**config.mk**
```make
export PLATFORM = sky130hd
export DESIGN_NAME = clock_page_replacement
export DESIGN_NICKNAME = d
export VERILOG_FILES = /design/src/hw/rtl/cpr_pkg.sv /design/src/hw/rtl/cpr_page_mem.sv /design/src/hw/rtl/cpr_ctrl.sv /design/src/hw/rtl/clock_page_replacement.sv
export SDC_FILE = /design/constraint.sdc
export NUM_CORES = 1
export LEC_CHECK = 0
export BUFFER_PORTS_ARGS = -buffer_cell sky130_fd_sc_hd__buf_2
export CAP_MARGIN = 20
export CELL_PAD_IN_SITES_DETAIL_PLACEMENT = 2
export CELL_PAD_IN_SITES_GLOBAL_PLACEMENT = 2
export CORE_ASPECT_RATIO = 1.2
export CORE_MARGIN = 4
export CORE_UTILIZATION = 30
export DETAILED_ROUTE_END_ITERATION = 10
export PLACE_DENSITY_LB_ADDON = 0.1
export SLEW_MARGIN = 20
export SYNTH_ARGS = -nofsm -noshare
export SYNTH_HDL_FRONTEND = slang
export SYNTH_SLANG_ARGS = --single-unit
```
**constraint.sdc**
```tcl
create_clock -name clk_i -period 2.95 [get_ports clk_i]
set_clock_uncertainty 0.1 [all_clocks]
set_input_delay 0.1475 -clock clk_i [delete_from_list [all_inputs] [get_ports clk_i]]
set_output_delay 0.1475 -clock clk_i [all_outputs]
set_load 0.02 [all_outputs]
```
**src/hw/rtl/cpr_pkg.sv**
```systemverilog
// Shared types and constants for the clock page replacement block.
// Depends on nothing; cpr_ctrl, the top level and the testbench import it.
`timescale 1ns / 1ps

package cpr_pkg;

  localparam int unsigned ADDR_W              = 32;
  localparam int unsigned WARMUP_W            = 16;
  localparam int unsigned FRAME_W             = 2;
  localparam int unsigned EVICT_W             = 20;
  localparam int unsigned FRAMES_DEFAULT      = 4;
  localparam int unsigned OFFSET_BITS_DEFAULT = 12;

  localparam logic [WARMUP_W-1:0] WARMUP_RESET = 16'd16;
  localparam logic [WARMUP_W-1:0] COUNT_MAX    = '1;

  // One result word as it leaves the sequencer.
  typedef struct packed {
    logic               ignored;
    logic               hit;
    logic [FRAME_W-1:0] frame;
    logic               evicted_valid;
    logic [EVICT_W-1:0] evicted_page;
  } cpr_result_t;

  // Start request from the front end to the sequencer.
  typedef struct packed {
    logic start;
    logic skip;
  } cpr_start_t;

endpackage

```
**src/hw/rtl/cpr_page_mem.sv**
```systemverilog
// Page number store of the frame table: one write port, one read port
// with registered read data. Depends on nothing.
`timescale 1ns / 1ps

module cpr_page_mem #(
  parameter int unsigned DEPTH = 4,
  parameter int unsigned WIDTH = 20
) (
  input  logic                     clk_i,
  input  logic [$clog2(DEPTH)-1:0] rd_addr_i,
  output logic [WIDTH-1:0]         rd_data_o,
  input  logic                     wr_en_i,
  input  logic [$clog2(DEPTH)-1:0] wr_addr_i,
  input  logic [WIDTH-1:0]         wr_data_i
);

  logic [WIDTH-1:0] mem_q [DEPTH];
  logic [WIDTH-1:0] rd_data_q;

  always_ff @(posedge clk_i) begin
    if (wr_en_i) begin
      mem_q[wr_addr_i] <= wr_data_i;
    end
    rd_data_q <= mem_q[rd_addr_i];
  end

  assign rd_data_o = rd_data_q;

endmodule

```
**src/hw/rtl/cpr_ctrl.sv**
```systemverilog
// Sequencer of the clock page replacement block: frame scan, hand sweep
// and fill, with valid and reference bits. Depends on cpr_pkg.
`timescale 1ns / 1ps

module cpr_ctrl
  import cpr_pkg::*;
#(
  parameter int unsigned FRAMES = FRAMES_DEFAULT,
  parameter int unsigned PAGE_W = ADDR_W - OFFSET_BITS_DEFAULT
) (
  input  logic                      clk_i,
  input  logic                      rst_ni,
  input  cpr_start_t                start_i,
  input  logic [PAGE_W-1:0]         page_i,
  output logic                      idle_o,
  output logic                      res_valid_o,
  input  logic                      res_take_i,
  output cpr_result_t               res_o,
  output logic [$clog2(FRAMES)-1:0] rd_addr_o,
  input  logic [PAGE_W-1:0]         rd_data_i,
  output logic                      wr_en_o,
  output logic [$clog2(FRAMES)-1:0] wr_addr_o,
  output logic [PAGE_W-1:0]         wr_data_o
);

  localparam int unsigned IDX_W = $clog2(FRAMES);
  localparam logic [IDX_W-1:0] LAST = IDX_W'(FRAMES - 1);

  typedef enum logic [2:0] {
    ST_IDLE,
    ST_SCAN,
    ST_SWEEP,
    ST_FILL,
    ST_DONE
  } state_e;

  state_e            state_q;
  logic [PAGE_W-1:0] page_q;
  logic [IDX_W-1:0]  scan_q;
  logic [IDX_W-1:0]  cmp_q;
  logic              cmp_vld_q;
  logic [IDX_W-1:0]  hand_q;
  logic [FRAMES-1:0] valid_q;
  logic [FRAMES-1:0] ref_q;
  cpr_result_t       res_q;

  logic             match;
  logic [IDX_W-1:0] hand_next;

  // The single comparator: read data of the previous scan address against the page.
  assign match     = cmp_vld_q && valid_q[cmp_q] && (rd_data_i == page_q);
  assign hand_next = (hand_q == LAST) ? '0 : hand_q + 1'b1;

  assign rd_addr_o = (state_q == ST_SWEEP || state_q == ST_FILL) ? hand_q : scan_q;
  assign wr_en_o   = (state_q == ST_FILL);
  assign wr_addr_o = hand_q;
  assign wr_data_o = page_q;

  assign idle_o      = (state_q == ST_IDLE);
  assign res_valid_o = (state_q == ST_DONE);
  assign res_o       = res_q;

  always_ff @(posedge clk_i or negedge rst_ni) begin
    if (!rst_ni) begin
      state_q   <= ST_IDLE;
      page_q    <= '0;
      scan_q    <= '0;
      cmp_q     <= '0;
      cmp_vld_q <= 1'b0;
      hand_q    <= '0;
      valid_q   <= '0;
      ref_q     <= '0;
      res_q     <= '0;
    end else begin
      case (state_q)
        ST_IDLE: begin
          if (start_i.start) begin
            page_q    <= page_i;
            scan_q    <= '0;
            cmp_vld_q <= 1'b0;
            if (start_i.skip) begin
              res_q   <= cpr_result_t'{ignored: 1'b1, hit: 1'b0, frame: '0,
                                       evicted_valid: 1'b0, evicted_page: '0};
              state_q <= ST_DONE;
            end else begin
              state_q <= ST_SCAN;
            end
          end
        end
        ST_SCAN: begin
          cmp_q     <= scan_q;
          cmp_vld_q <= 1'b1;
          if (scan_q != LAST) begin
            scan_q <= scan_q + 1'b1;
          end
          if (match) begin
            ref_q[cmp_q]        <= 1'b1;
            res_q.ignored       <= 1'b0;
            res_q.hit           <= 1'b1;
            res_q.frame         <= FRAME_W'(cmp_q);
            res_q.evicted_valid <= 1'b0;
            res_q.evicted_page  <= '0;
            state_q             <= ST_DONE;
          end else if (cmp_vld_q && cmp_q == LAST) begin
            state_q <= ST_SWEEP;
          end
        end
        ST_SWEEP: begin
          // A set reference bit buys its frame a second chance.
          if (ref_q[hand_q]) begin
            ref_q[hand_q] <= 1'b0;
            hand_q        <= hand_next;
          end else begin
            state_q <= ST_FILL;
          end
        end
        ST_FILL: begin
          res_q.ignored       <= 1'b0;
          res_q.hit           <= 1'b0;
          res_q.frame         <= FRAME_W'(hand_q);
          res_q.evicted_valid <= valid_q[hand_q];
          res_q.evicted_page  <= valid_q[hand_q] ? EVICT_W'(rd_data_i) : '0;
          valid_q[hand_q]     <= 1'b1;
          ref_q[hand_q]       <= 1'b1;
          hand_q              <= hand_next;
          state_q             <= ST_DONE;
        end
        ST_DONE: begin
          if (res_take_i) begin
            state_q <= ST_IDLE;
          end
        end
        default: begin
          state_q <= ST_IDLE;
        end
      endcase
    end
  end

endmodule

```
**src/hw/rtl/clock_page_replacement.sv**
```systemverilog
// Top level of the clock page replacement block: warmup register, access
// counter, output register. Depends on cpr_pkg, cpr_page_mem and cpr_ctrl.
`timescale 1ns / 1ps

// Clock (second-chance) page replacement over a table of FRAMES frames.
// Each input word is a byte address; its page number is the address above
// the low OFFSET_BITS bits. The first warmup_accesses words after reset
// (counted by a 16-bit saturating counter) only produce a result with
// ignored set. After that a resident page is a hit and marks its frame
// referenced; a miss sweeps the clock hand, clearing reference bits, and
// fills the first unreferenced frame, reporting the page it replaced.
// One word is worked at a time; in_ready_o is high only while the
// sequencer is idle. An ignored word goes straight to the result; a hit
// ends the frame scan, which reads the page store one frame per cycle
// through a single comparator; a miss scans every frame, then the hand
// sweep inspects one frame per cycle and passes at most FRAMES
// referenced frames. The result sits in an output register, so the
// sequencer finishes its work while the previous result still waits to
// be taken. Configuration is written through cfg_we_i and cfg_wdata_i
// and should only change while the block is idle.
module clock_page_replacement
  import cpr_pkg::*;
#(
  parameter int unsigned FRAMES      = FRAMES_DEFAULT,
  parameter int unsigned OFFSET_BITS = OFFSET_BITS_DEFAULT
) (
  input  logic                clk_i,
  input  logic                rst_ni,
  input  logic                cfg_we_i,
  input  logic [WARMUP_W-1:0] cfg_wdata_i,
  input  logic                in_valid_i,
  output logic                in_ready_o,
  input  logic [ADDR_W-1:0]   address_i,
  output logic                out_valid_o,
  input  logic                out_ready_i,
  output logic                ignored_o,
  output logic                hit_o,
  output logic [FRAME_W-1:0]  frame_o,
  output logic                evicted_valid_o,
  output logic [EVICT_W-1:0]  evicted_page_o
);

  localparam int unsigned PAGE_W = ADDR_W - OFFSET_BITS;
  localparam int unsigned IDX_W  = $clog2(FRAMES);

  logic [WARMUP_W-1:0] warmup_q;
  logic [WARMUP_W-1:0] count_q;
  logic [WARMUP_W-1:0] count_d;
  logic                out_valid_q;
  cpr_result_t         out_res_q;

  logic        accept;
  logic        idle;
  logic        res_valid;
  logic        res_take;
  cpr_result_t res;
  cpr_start_t  start;

  logic [IDX_W-1:0]  rd_addr;
  logic [PAGE_W-1:0] rd_data;
  logic              wr_en;
  logic [IDX_W-1:0]  wr_addr;
  logic [PAGE_W-1:0] wr_data;

  assign in_ready_o = idle;
  assign accept     = in_valid_i && idle;

  // The warmup decision uses the count before this word is counted.
  assign start.start = accept;
  assign start.skip  = (count_q < warmup_q);
  assign count_d     = (count_q == COUNT_MAX) ? count_q : count_q + 1'b1;

  // The output register takes a new result whenever it is empty or being drained.
  assign res_take = res_valid && (!out_valid_q || out_ready_i);

  always_ff @(posedge clk_i or negedge rst_ni) begin
    if (!rst_ni) begin
      warmup_q    <= WARMUP_RESET;
      count_q     <= '0;
      out_valid_q <= 1'b0;
    end else begin
      if (cfg_we_i) begin
        warmup_q <= cfg_wdata_i;
      end
      if (accept) begin
        count_q <= count_d;
      end
      if (res_take) begin
        out_valid_q <= 1'b1;
      end else if (out_ready_i) begin
        out_valid_q <= 1'b0;
      end
    end
  end

  always_ff @(posedge clk_i) begin
    if (res_take) begin
      out_res_q <= res;
    end
  end

  cpr_page_mem #(
    .DEPTH (FRAMES),
    .WIDTH (PAGE_W)
  ) u_page_mem (
    .clk_i     (clk_i),
    .rd_addr_i (rd_addr),
    .rd_data_o (rd_data),
    .wr_en_i   (wr_en),
    .wr_addr_i (wr_addr),
    .wr_data_i (wr_data)
  );

  cpr_ctrl #(
    .FRAMES (FRAMES),
    .PAGE_W (PAGE_W)
  ) u_ctrl (
    .clk_i       (clk_i),
    .rst_ni      (rst_ni),
    .start_i     (start),
    .page_i      (address_i[ADDR_W-1:OFFSET_BITS]),
    .idle_o      (idle),
    .res_valid_o (res_valid),
    .res_take_i  (res_take),
    .res_o       (res),
    .rd_addr_o   (rd_addr),
    .rd_data_i   (rd_data),
    .wr_en_o     (wr_en),
    .wr_addr_o   (wr_addr),
    .wr_data_o   (wr_data)
  );

  assign out_valid_o     = out_valid_q;
  assign ignored_o       = out_res_q.ignored;
  assign hit_o           = out_res_q.hit;
  assign frame_o         = out_res_q.frame;
  assign evicted_valid_o = out_res_q.evicted_valid;
  assign evicted_page_o  = out_res_q.evicted_page;

  // An ignored word leaves the frame table untouched and reports nothing else.
  a_ignored_clean : assert property (@(posedge clk_i) disable iff (!rst_ni)
    out_valid_o && ignored_o |-> !hit_o && !evicted_valid_o && frame_o == '0
                                 && evicted_page_o == '0)
    else $error("ignored result carries lookup data");

  // A hit never replaces a page.
  a_hit_no_evict : assert property (@(posedge clk_i) disable iff (!rst_ni)
    out_valid_o && hit_o |-> !evicted_valid_o && evicted_page_o == '0)
    else $error("hit result reports an eviction");

  // Without a replaced page the reported page number is zero.
  a_evict_page_zero : assert property (@(posedge clk_i) disable iff (!rst_ni)
    out_valid_o && !evicted_valid_o |-> evicted_page_o == '0)
    else $error("evicted page set without eviction");

  // Every accepted word advances the access counter until it saturates.
  a_count_step : assert property (@(posedge clk_i) disable iff (!rst_ni)
    accept |=> count_q == $past(count_d))
    else $error("access counter did not advance");

endmodule

```
==> impl_metrics.json, run 1 <==
{
  "status": "finished, final reports clean",
  "slowest_delay_ns": 0.51,
  "wl_per_cell_microns": 19.6,
  "worstSetupPathType": "flop to flop",
  "fmax_mhz": 360,
  "fp.dieArea_sq_um": 31900,
  "rsz0062_at_grt": "false",
  "drt-vias-per-instance": 4.66,
  "reg2reg_depth": 9,
  "num_vias": 5334,
  "routed_wirelength_microns": 22400,
  "startpoint": "warmup_q[4]",
  "p_leak_nw": 4.54,
  "seq_area_frac_synth_pct": 68.3,
  "clk_pin_slew_ns": 0.06,
  "synth_cell_type_count": 48,
  "postLayoutCoreUtil_pct": 38.2,
  "nNetsFinal": 815,
  "final-instance-count-excl-fill": 1145,
  "portBuffers": 67,
  "r2r-end": "u_ctrl.res_o[0]",
  "clock-sinks": 221,
  "worstPathMaxFanout": 23,
  "drt_iter0_drc": 245,
  "die_w_microns": 164,
  "syn_area_sq_um": 8720,
  "synth_area_per_cell_sq_um": 14.6,
  "drc": 0,
  "min_path_type": "input port to flop",
  "slew_headroom_pct": 34.9,
  "hpwl_microns": 14800,
  "place_area_sq_um": 9650,
  "critPathRequiredTime_ns": 3.25,
  "cts_root_buf": "clkbuf_16",
  "hold_viol": 0,
  "insertion_delay_ns": 0.52,
  "drv_slew": 0,
  "fin_crit_sh_pct": 94.1,
  "cp_slowest_cell": "dfstp_2",
  "power.density_nw_per_um2": 690,
  "final_cell_area_sq_um": 11000,
  "grt_pass1_vias": 6297,
  "synth_async_sr_flop_share_pct": 43.4,
  "die_h_microns": 195,
  "design.core.area_sq_um": 28800,
  "cts_setup_buffers": 0,
  "ys.warnings.count": 0,
  "grt_busiest_layer": "met2",
  "period_needed_ns": 2.78,
  "grtUsageTotal_pct": 14.3,
  "synth_nets": 673,
  "place.gp.congestion": 0.720,
  "r2r_slack_ns": 0.17,
  "io_pins": 80,
  "use_met1_pct": 17.0,
  "start_util_pct": 30.3,
  "grt_overflow": 0,
  "firstDrtPassIters": 4,
  "setup_tns_ns": 0,
  "grt_use_met2_pct": 27.2,
  "yosys_most_used_dff": "edfxtp_1",
  "row_count": 68,
  "post_route_cells_drive_above_1_share_pct": 22.8,
  "synth_enable_flop_cells": 105,
  "grt_first_pass_wirelength_microns": 35800,
  "clock_path_buffers": 3,
  "setup_slack_ns": 0.174,
  "pre_cts_slack_ns": 0.0599,
  "synthCells": 599,
  "worstPathArrival_ns": 3.08,
  "cts_tree": "built",
  "path_cells": "inv_1, ha_1, and4_1, o21ai_0, o32ai_1, o41a_1, a2111o_1, buf_4, a22o_1",
  "numCtsBuffers": 25,
  "cts_max_level": 1,
  "irDropWorstVdd_mv": 0.378,
  "antenna_found_initial": 0,
  "gr-usage-met3_pct": 1.97,
  "num_antenna_cells": 0,
  "cp-end-kind": "flop",
  "antenna_left": 0,
  "cap_viol_max_count": 0,
  "ys_ff_latch": 221,
  "grt_max_degree": 71,
  "cp-endpoint": "u_ctrl.res_o[0]",
  "timing.hold.ws_ns": 0.0264,
  "power.total_mw": 7.58,
  "dp.cells": 1053,
  "syn2layout_area_growth_pct": 26.0,
  "startpoint_type": "flop",
  "reg2reg_from": "warmup_q[4]",
  "tightest_slew_ns": 0.977,
  "setup_viol": 0
}
==> flip-flops by register name, indices dropped and copies added, names as in the netlist, 3 cells and up <==
name and cells:
u_page_mem.mem_q 80, u_ctrl.state_q 3, count_q 16, u_ctrl.res_o 25, warmup_q 16, u_ctrl.wr_data_o 20
evicted_page_o 20, u_page_mem.rd_data_o 20, u_ctrl.ref_q 4, u_ctrl.valid_q 4
==> worst min-delay path by stage <==
stage	start	to	slack [ns]	cells after the start
6_report	cfg_we_i	warmup_q[9]	0.03	3
5_1_grt	cfg_we_i	warmup_q[1]	0.05	2
4_1_cts	cfg_we_i	warmup_q[9]	0.0002	3
3_5_place_dp	address_i[20]	u_ctrl.wr_data_o[8]	0.24	3
3_3_place_gp	address_i[17]	u_ctrl.wr_data_o[5]	0.24	3
2_1_floorplan	rst_ni	count_q[0]	-0.25	0
==> cells by family (layout without fill, tap and decap cells) <==
logic type	after synthesis	in the layout	share of synthesized area (%)
buffers and inverters	43	204	2.18
multiplexers	36	36	7.56
XOR/XNOR	35	35	3.52
adder cells (fa/ha/maj)	21	21	3.01
AO/OA/AOI/OAI	73	73	6.37
AND/OR/NAND/NOR	170	170	9.03
flip-flops	221	221	68.3
==> routing by layer <==
layer	up-vias	part of all wire, %
met2	74	55
li1	2470	-
met1	2765	41
met3	25	3.0
met5	-	0
met4	0	1.5
==> final cells by class <==
cell class / instances / area [sq um]
clock inverter: 11 / 156
tap: 385 / 482
sequential: 221 / 5960
timing repair buffer: 138 / 1010
clock buffer: 35 / 693
fill: 2963 / 17800
inverter: 20 / 75.1
multi-input combinational: 335 / 2620
==> timing repair <==
item / in CTS / in global routing
endpoints found under the setup margin: 0 / 27
resized for setup: 0 / 4
hold buffers: 46 / 0
endpoints found under the hold margin: 106 / 0
==> synthesized netlist by cell type (7+ instances only) <==
| master | number | area [sq um] |
|---|---|---|
| edfxtp_1 | 105 | 3150 |
| dfrtp_1 | 95 | 2380 |
| nand2_1 | 93 | 349 |
| xnor2_1 | 25 | 219 |
| mux4_2 | 23 | 518 |
| a22o_1 | 21 | 184 |
| ha_1 | 21 | 263 |
| o21ai_0 | 21 | 105 |
| dfxtp_1 | 20 | 400 |
| inv_1 | 20 | 75.1 |
| clkbuf_1 | 15 | 56.3 |
| nand4_1 | 15 | 93.8 |
| nor2_1 | 15 | 56.3 |
| nand3_1 | 12 | 60.1 |
| xor2_1 | 10 | 87.6 |
| and3_1 | 7 | 43.8 |
| nor3_1 | 7 | 35.0 |
==> power breakdown <==
group	internal, mW	switching, mW	total [mW]
clock network	1.98	1.23	3.21
registers	3.46	0.200	3.66
logic	0.305	0.410	0.715
==> critical path, delay by kind of cell, from the launching register on <==
kind	cells	cell delay (ns)
buffers and inverters	2	0.30
and+or+nand+nor	1	0.15
DFF	1	0.51
adders and majority gates	1	0.30
AOI/OAI and AO/OA	5	1.29
==> cell usage in the layout, fill, tap and decap left out, types with 20 or more instances in the layout <==
master,netlist,routed
xnor2_1,25,23
edfxtp_1,105,105
dfrtp_1,95,95
buf_2,4,66
mux4_2,23,23
ha_1,21,21
nand2_1,93,93
clkbuf_16,0,25
a22o_1,21,21
buf_4,0,24
inv_1,20,20
dfxtp_1,20,20
o21ai_0,21,21
dlygate4sd3_1,0,46
No activity file was read; power rests on OpenSTA's default activity.
==> inputs of run 2 (changes only) <==
- clock period: 2.95 -> 3.6 ns (I/O delays scaled with it)
==> run 2 against run 1 <==
Against the previous run:
- total power fell by 23%
- die area did not move
- global-route usage fell by 0.21 points
- non-clock buffer count fell by 17
- cell count fell by 1.5%
- combinational power fell by 23%
- via count fell by 0.86%
- flip-flop and latch count did not move
- core utilization fell by 1.1 points
- sequential share of layout area rose by 1.6 points
==> impl_metrics.json, run 2 (synthesis results as in run 1) <==
{
  "status": "finished, final reports clean",
  "final_cell_mix": "105 x edfxtp_1, 95 x dfrtp_1, 93 x nand2_1",
  "reg2reg_from": "u_ctrl.wr_data_o[14]",
  "hold_buffers": 38,
  "numCtsBuffers": 25,
  "setup_viol": 0,
  "fillers": 2951,
  "start_util_pct": 30.3,
  "wl_per_cell_microns": 19.5,
  "num_antenna_cells": 0,
  "holdPathStages": 3,
  "final_common_cell": "edfxtp_1",
  "seq_area_sq_um": 5960,
  "drt-vias-per-instance": 4.69,
  "die_h_microns": 195,
  "cap_viol_max_count": 0,
  "path_cells": "xnor2_1, nand4_1, nor4_1, buf_4, nand2_1, a2111o_1, buf_4, a22o_1",
  "fp.dieArea_sq_um": 31900,
  "syn2layout_area_growth_pct": 22.4,
  "critPathRequiredTime_ns": 3.90,
  "timing.hold.ws_ns": 0.0262,
  "largest-register": "u_page_mem.mem_q",
  "firstDrtPassIters": 4,
  "drv_slew": 0,
  "largest_register_ffs": 80,
  "drt_iter0_drc": 168,
  "cts_setup_buffers": 0,
  "worstSetupPathType": "flop to flop",
  "hp-start": "cfg_we_i",
  "num_vias": 5288,
  "drc": 0,
  "hpwl_microns": 14700,
  "period_needed_ns": 3.05,
  "grt_first_pass_wirelength_microns": 34900,
  "holdPathEnd": "warmup_q[4]",
  "cp_slowest_cell": "a2111o_1",
  "power.density_nw_per_um2": 549,
  "worstPathArrival_ns": 3.34,
  "nNetsFinal": 798,
  "min_path_type": "input port to flop",
  "crit_family": "compound AO/OA/AOI/OAI gates",
  "crit_buf_inv": 2,
  "tightest_slew_ns": 1.04,
  "path_common_cell": "buf_4",
  "io_pins": 80,
  "slowest_delay_ns": 0.55,
  "place.gp.congestion": 0.724,
  "path_depth": 8,
  "rsz0062_at_grt": "false",
  "antenna_found_initial": 0,
  "ctsResizeCount": 0,
  "clock-sinks": 221,
  "insertion_delay_ns": 0.52,
  "multi_input_area_sq_um": 2590,
  "routed_wirelength_microns": 22000,
  "p_leak_nw": 4.39,
  "cts_max_level": 1,
  "startpoint_type": "flop",
  "grt_pass1_vias": 5974,
  "antenna_left": 0,
  "clk_pin_slew_ns": 0.06,
  "cts_tree": "built",
  "fmax_mhz": 328,
  "r2r_slack_ns": 0.55,
  "hold_viol": 0,
  "cts_root_buf": "clkbuf_16",
  "irDropWorstVdd_mv": 0.289,
  "setup_tns_ns": 0,
  "post_route_cells_drive_above_1_share_pct": 21.0,
  "grt_max_degree": 49,
  "portBuffers": 67,
  "die_w_microns": 164,
  "cp-end-kind": "flop",
  "grtUsageTotal_pct": 14.1,
  "worstPathMaxFanout": 23,
  "design.core.area_sq_um": 28800,
  "r2r-end": "u_ctrl.res_o[15]",
  "slew_headroom_pct": 30.7,
  "row_count": 68,
  "clock_path_buffers": 3,
  "grt_overflow": 0,
  "fin_crit_sh_pct": 84.6,
  "reg2reg_depth": 8
}
-- run 2: changes by cell type in the layout (fill, tap and decap cells not counted) --
cell,before,now
xnor2_2,2,0
clkbuf_1,7,10
xnor2_1,23,25
bufinv_16,4,0
clkinv_2,4,5
nor4_2,2,0
clkinv_1,2,3
nor4_1,1,3
clkbuf_8,3,2
buf_4,24,17
buf_12,2,0
dlygate4sd3_1,46,38
-- run 2: worst max path at each step --
stage	start	end	slack [ns]
after floorplan	count_q[1]	u_ctrl.res_o[5]	1.12
after global placement	u_ctrl.wr_data_o[14]	u_ctrl.res_o[12]	0.58
after detailed placement	u_ctrl.wr_data_o[14]	u_ctrl.res_o[12]	0.54
after CTS	u_ctrl.wr_data_o[14]	u_ctrl.res_o[12]	0.52
after global routing	u_ctrl.wr_data_o[14]	u_ctrl.res_o[16]	0.45
final	u_ctrl.wr_data_o[14]	u_ctrl.res_o[15]	0.55
-- run 2: power breakdown --
group          total, mW  switching [mW]  leakage (nW)  internal [mW]
sequential          3.00           0.163          2.36           2.83
combinational      0.554           0.322          1.67          0.233
clock               2.31           0.987         0.363           1.32
total               5.86            1.47          4.39           4.39
-- run 2: worst register-to-register path: stages (launching register included) --
cell	delay (ns)
dfrtp_1	0.44
xnor2_1	0.38
nand4_1	0.15
nor4_1	0.43
buf_4	0.21
nand2_1	0.09
a2111o_1	0.55
buf_4	0.29
a22o_1	0.29
-- run 2: area by class of cell --
class                      instances  area share, %
timing repair buffer             121           7.85
clock inverter                     9          0.422
tap                              385           4.51
inverter                          20          0.703
sequential                       221           55.8
clock buffer                      37           6.47
multi-input combinational        335           24.2
-- run 2: layer usage --
| layer | vias to the layer above | GRT usage, % | wire length [microns] |
|---|---|---|---|
| met5 | - | 0 | 0 |
| met4 | 0 | 3.01 | 293 |
| met3 | 21 | 2.01 | 703 |
| met2 | 66 | 26.5 | 12000 |
| met1 | 2761 | 17.1 | 8950 |
| li1 | 2440 | - | - |
-- run 2: per-stage QoR --
stage               utilization (%)  worst slack (ns)  power [mW]  area (sq um)  instances
global route                   37.1             0.447        6.18         10700       1128
finish                         37.1             0.554        5.86         10700       1128
floorplan                         -              1.12        3.34          8720        599
detailed placement             33.2             0.538        3.60          9560       1044
CTS                            37.1             0.522        5.98         10700       1128
global placement               33.2             0.578        3.56          9560       1044
==> inputs of run 3 (changes only) <==
- clock period: 3.6 -> 2.9 ns (I/O delays scaled with it)
==> run 3 against run 2 <==
Against the previous run:
- total power grew 28%
- via count grew 2.3%
- sequential power grew 24%
- worst setup slack lost 0.40 ns
- critical path depth grew 1
- wire length grew 1.6%
- combinational power grew 35%
- non-clock buffer count grew 25
- clock-buffer cell count shrank 8
- flip-flop and latch count is the same
- critical path type unchanged
==> impl_metrics.json, run 3 (synthesis results as in run 1) <==
{
  "p_switching_mw": 1.87,
  "cp-end-kind": "flop",
  "final_common_cell": "edfxtp_1",
  "crit_family": "compound AO/OA/AOI/OAI gates",
  "syn2layout_area_growth_pct": 26.2,
  "final_cell_mix": "105 x edfxtp_1, 95 x dfrtp_1, 93 x nand2_1",
  "period_needed_ns": 2.74,
  "crit_buf_inv": 2,
  "fillers": 2934,
  "antenna_found_initial": 0,
  "p_leak_nw": 4.55,
  "power.density_nw_per_um2": 679,
  "grt_overflow": 0,
  "clock_path_buffers": 3,
  "drt_iter0_drc": 210,
  "fp.dieArea_sq_um": 31900,
  "insertion_delay_ns": 0.52,
  "clkPwrFrac_pct": 40.4,
  "num_antenna_cells": 0,
  "startpoint_type": "flop",
  "antenna_left": 0,
  "die_w_microns": 164,
  "numCtsBuffers": 25,
  "fin_crit_sh_pct": 94.6,
  "cap_viol_max_count": 0,
  "setup_tns_ns": 0,
  "clock-sinks": 221,
  "grt_first_pass_wirelength_microns": 35900,
  "cp_slowest_cell": "dfstp_2",
  "hpwl_microns": 14700,
  "combPwrFrac_pct": 10.0,
  "worstPathMaxFanout": 23,
  "sw_frac_of_total_pct": 25.1,
  "grtUsageTotal_pct": 14.3,
  "io_pins": 80,
  "dp.cells": 1058,
  "path_cells": "inv_1, ha_1, and4_1, o21ai_0, o32ai_1, o41a_1, a2111o_1, buf_4, a22o_1",
  "status": "finished, final reports clean",
  "die_h_microns": 195,
  "setup_viol": 0,
  "grt_pass1_vias": 6274,
  "rsz0062_at_grt": "false",
  "largest-register": "u_page_mem.mem_q",
  "internal_power_mw": 5.60,
  "drv_slew": 0,
  "slew_headroom_pct": 49.2,
  "post_route_cells_drive_above_1_share_pct": 23.4,
  "cts_max_level": 1,
  "start_util_pct": 30.3,
  "firstDrtPassIters": 4,
  "cts_setup_buffers": 0,
  "clk_pin_slew_ns": 0.06,
  "cts_tree": "built",
  "nNetsFinal": 823,
  "portBuffers": 67,
  "tightest_slew_ns": 0.763,
  "slowest_delay_ns": 0.52,
  "place_area_sq_um": 9690,
  "cts_root_buf": "clkbuf_16",
  "drt-vias-per-instance": 4.69,
  "row_count": 68,
  "grt_max_degree": 75,
  "worstSetupPathType": "flop to flop",
  "num_vias": 5409,
  "min_path_type": "input port to flop",
  "wl_per_cell_microns": 19.4,
  "hold_viol": 0,
  "seqPwrFrac_pct": 49.6,
  "irDropWorstVdd_mv": 0.394,
  "routed_wirelength_microns": 22300,
  "final_cell_area_sq_um": 11000,
  "place.gp.congestion": 0.730,
  "timing.hold.ws_ns": 0.0232,
  "final-instance-count-excl-fill": 1153,
  "fmax_mhz": 365,
  "worstPathArrival_ns": 3.05,
  "drc": 0,
  "critPathRequiredTime_ns": 3.20,
  "design.core.area_sq_um": 28800,
  "largest_register_ffs": 80
}
## run 3: cell count changes in the layout (fill, tap and decap cells not counted), moves of 3 or more
cell	change
buf_4	+11
dlygate4sd3_1	+11
clkbuf_1	-6
xnor2_1	-4
xnor2_2	+4
clkinvlp_4	+3
## run 3: repair_timing
item | 4_1_cts | 5_1_grt
pin swaps | 0 | 1
hold buffers | 49 | 0
endpoints found under the hold margin | 109 | 0
gates cloned | 0 | 0
gates resized for setup | 2 | 4
setup endpoints to repair | 27 | 27
## run 3: stage by stage
stage | total power [mW] | setup slack [ns] | util, %
floorplan | 4.14 | 0.423 | -
finish | 7.48 | 0.158 | 38.3
CTS | 7.62 | 0.0500 | 38.2
global route | 7.88 | 0.0200 | 38.3
global placement | 4.43 | 0.0386 | 33.7
detailed placement | 4.48 | -0.0702 | 33.7
## run 3: per-layer routing
metal | track usage, % | vias to the layer above | part of all wire, %
met1 | 17.2 | 2801 | 41
met3 | 2.27 | 33 | 3.5
met4 | 3.48 | 0 | 2.0
met2 | 26.4 | 87 | 53
li1 | - | 2488 | -
met5 | 0 | - | 0
## run 3: cell type report
class | count | area (sq um) | share of cell area (%)
Tap cell | 385 | 482 | 4.38
Inverter | 20 | 75.1 | 0.682
Timing Repair Buffer | 146 | 1080 | 9.83
Multi-Input combinational cell | 335 | 2630 | 23.9
Clock inverter | 17 | 140 | 1.27
Clock buffer | 29 | 641 | 5.82
Sequential cell | 221 | 5960 | 54.1
## run 3: tightest hold or removal path, stage by stage
cell	delay, ns
buf_2	0.26
nand2_1	0.11
o21ai_0	0.07
## run 3: path summary, 6_finish.rpt
| kind | from | end | slack, ns | cells after the start |
|---|---|---|---|---|
| hold reg to reg | u_ctrl.res_o[21] | frame_o[0] | 0.35 | 0 |
| setup reg to reg | warmup_q[4] | u_ctrl.res_o[11] | 0.16 | 9 |
| min in group asynchronous | rst_ni | warmup_q[3] | 0.13 | 2 |
| setup / recovery | warmup_q[4] | u_ctrl.res_o[11] | 0.16 | 9 |
| max in group asynchronous | rst_ni | u_ctrl.res_o[4] | 1.83 | 3 |
| hold / removal | cfg_we_i | warmup_q[2] | 0.02 | 3 |
## run 3: power groups by stage
stage	registers (mW)	logic (mW)	clock network, mW
final	3.71	0.747	3.02
after global routing	3.74	0.848	3.29
after CTS	3.71	0.763	3.14
after detailed placement	3.77	0.704	0
after global placement	3.75	0.678	0
after floorplan	3.76	0.386	0
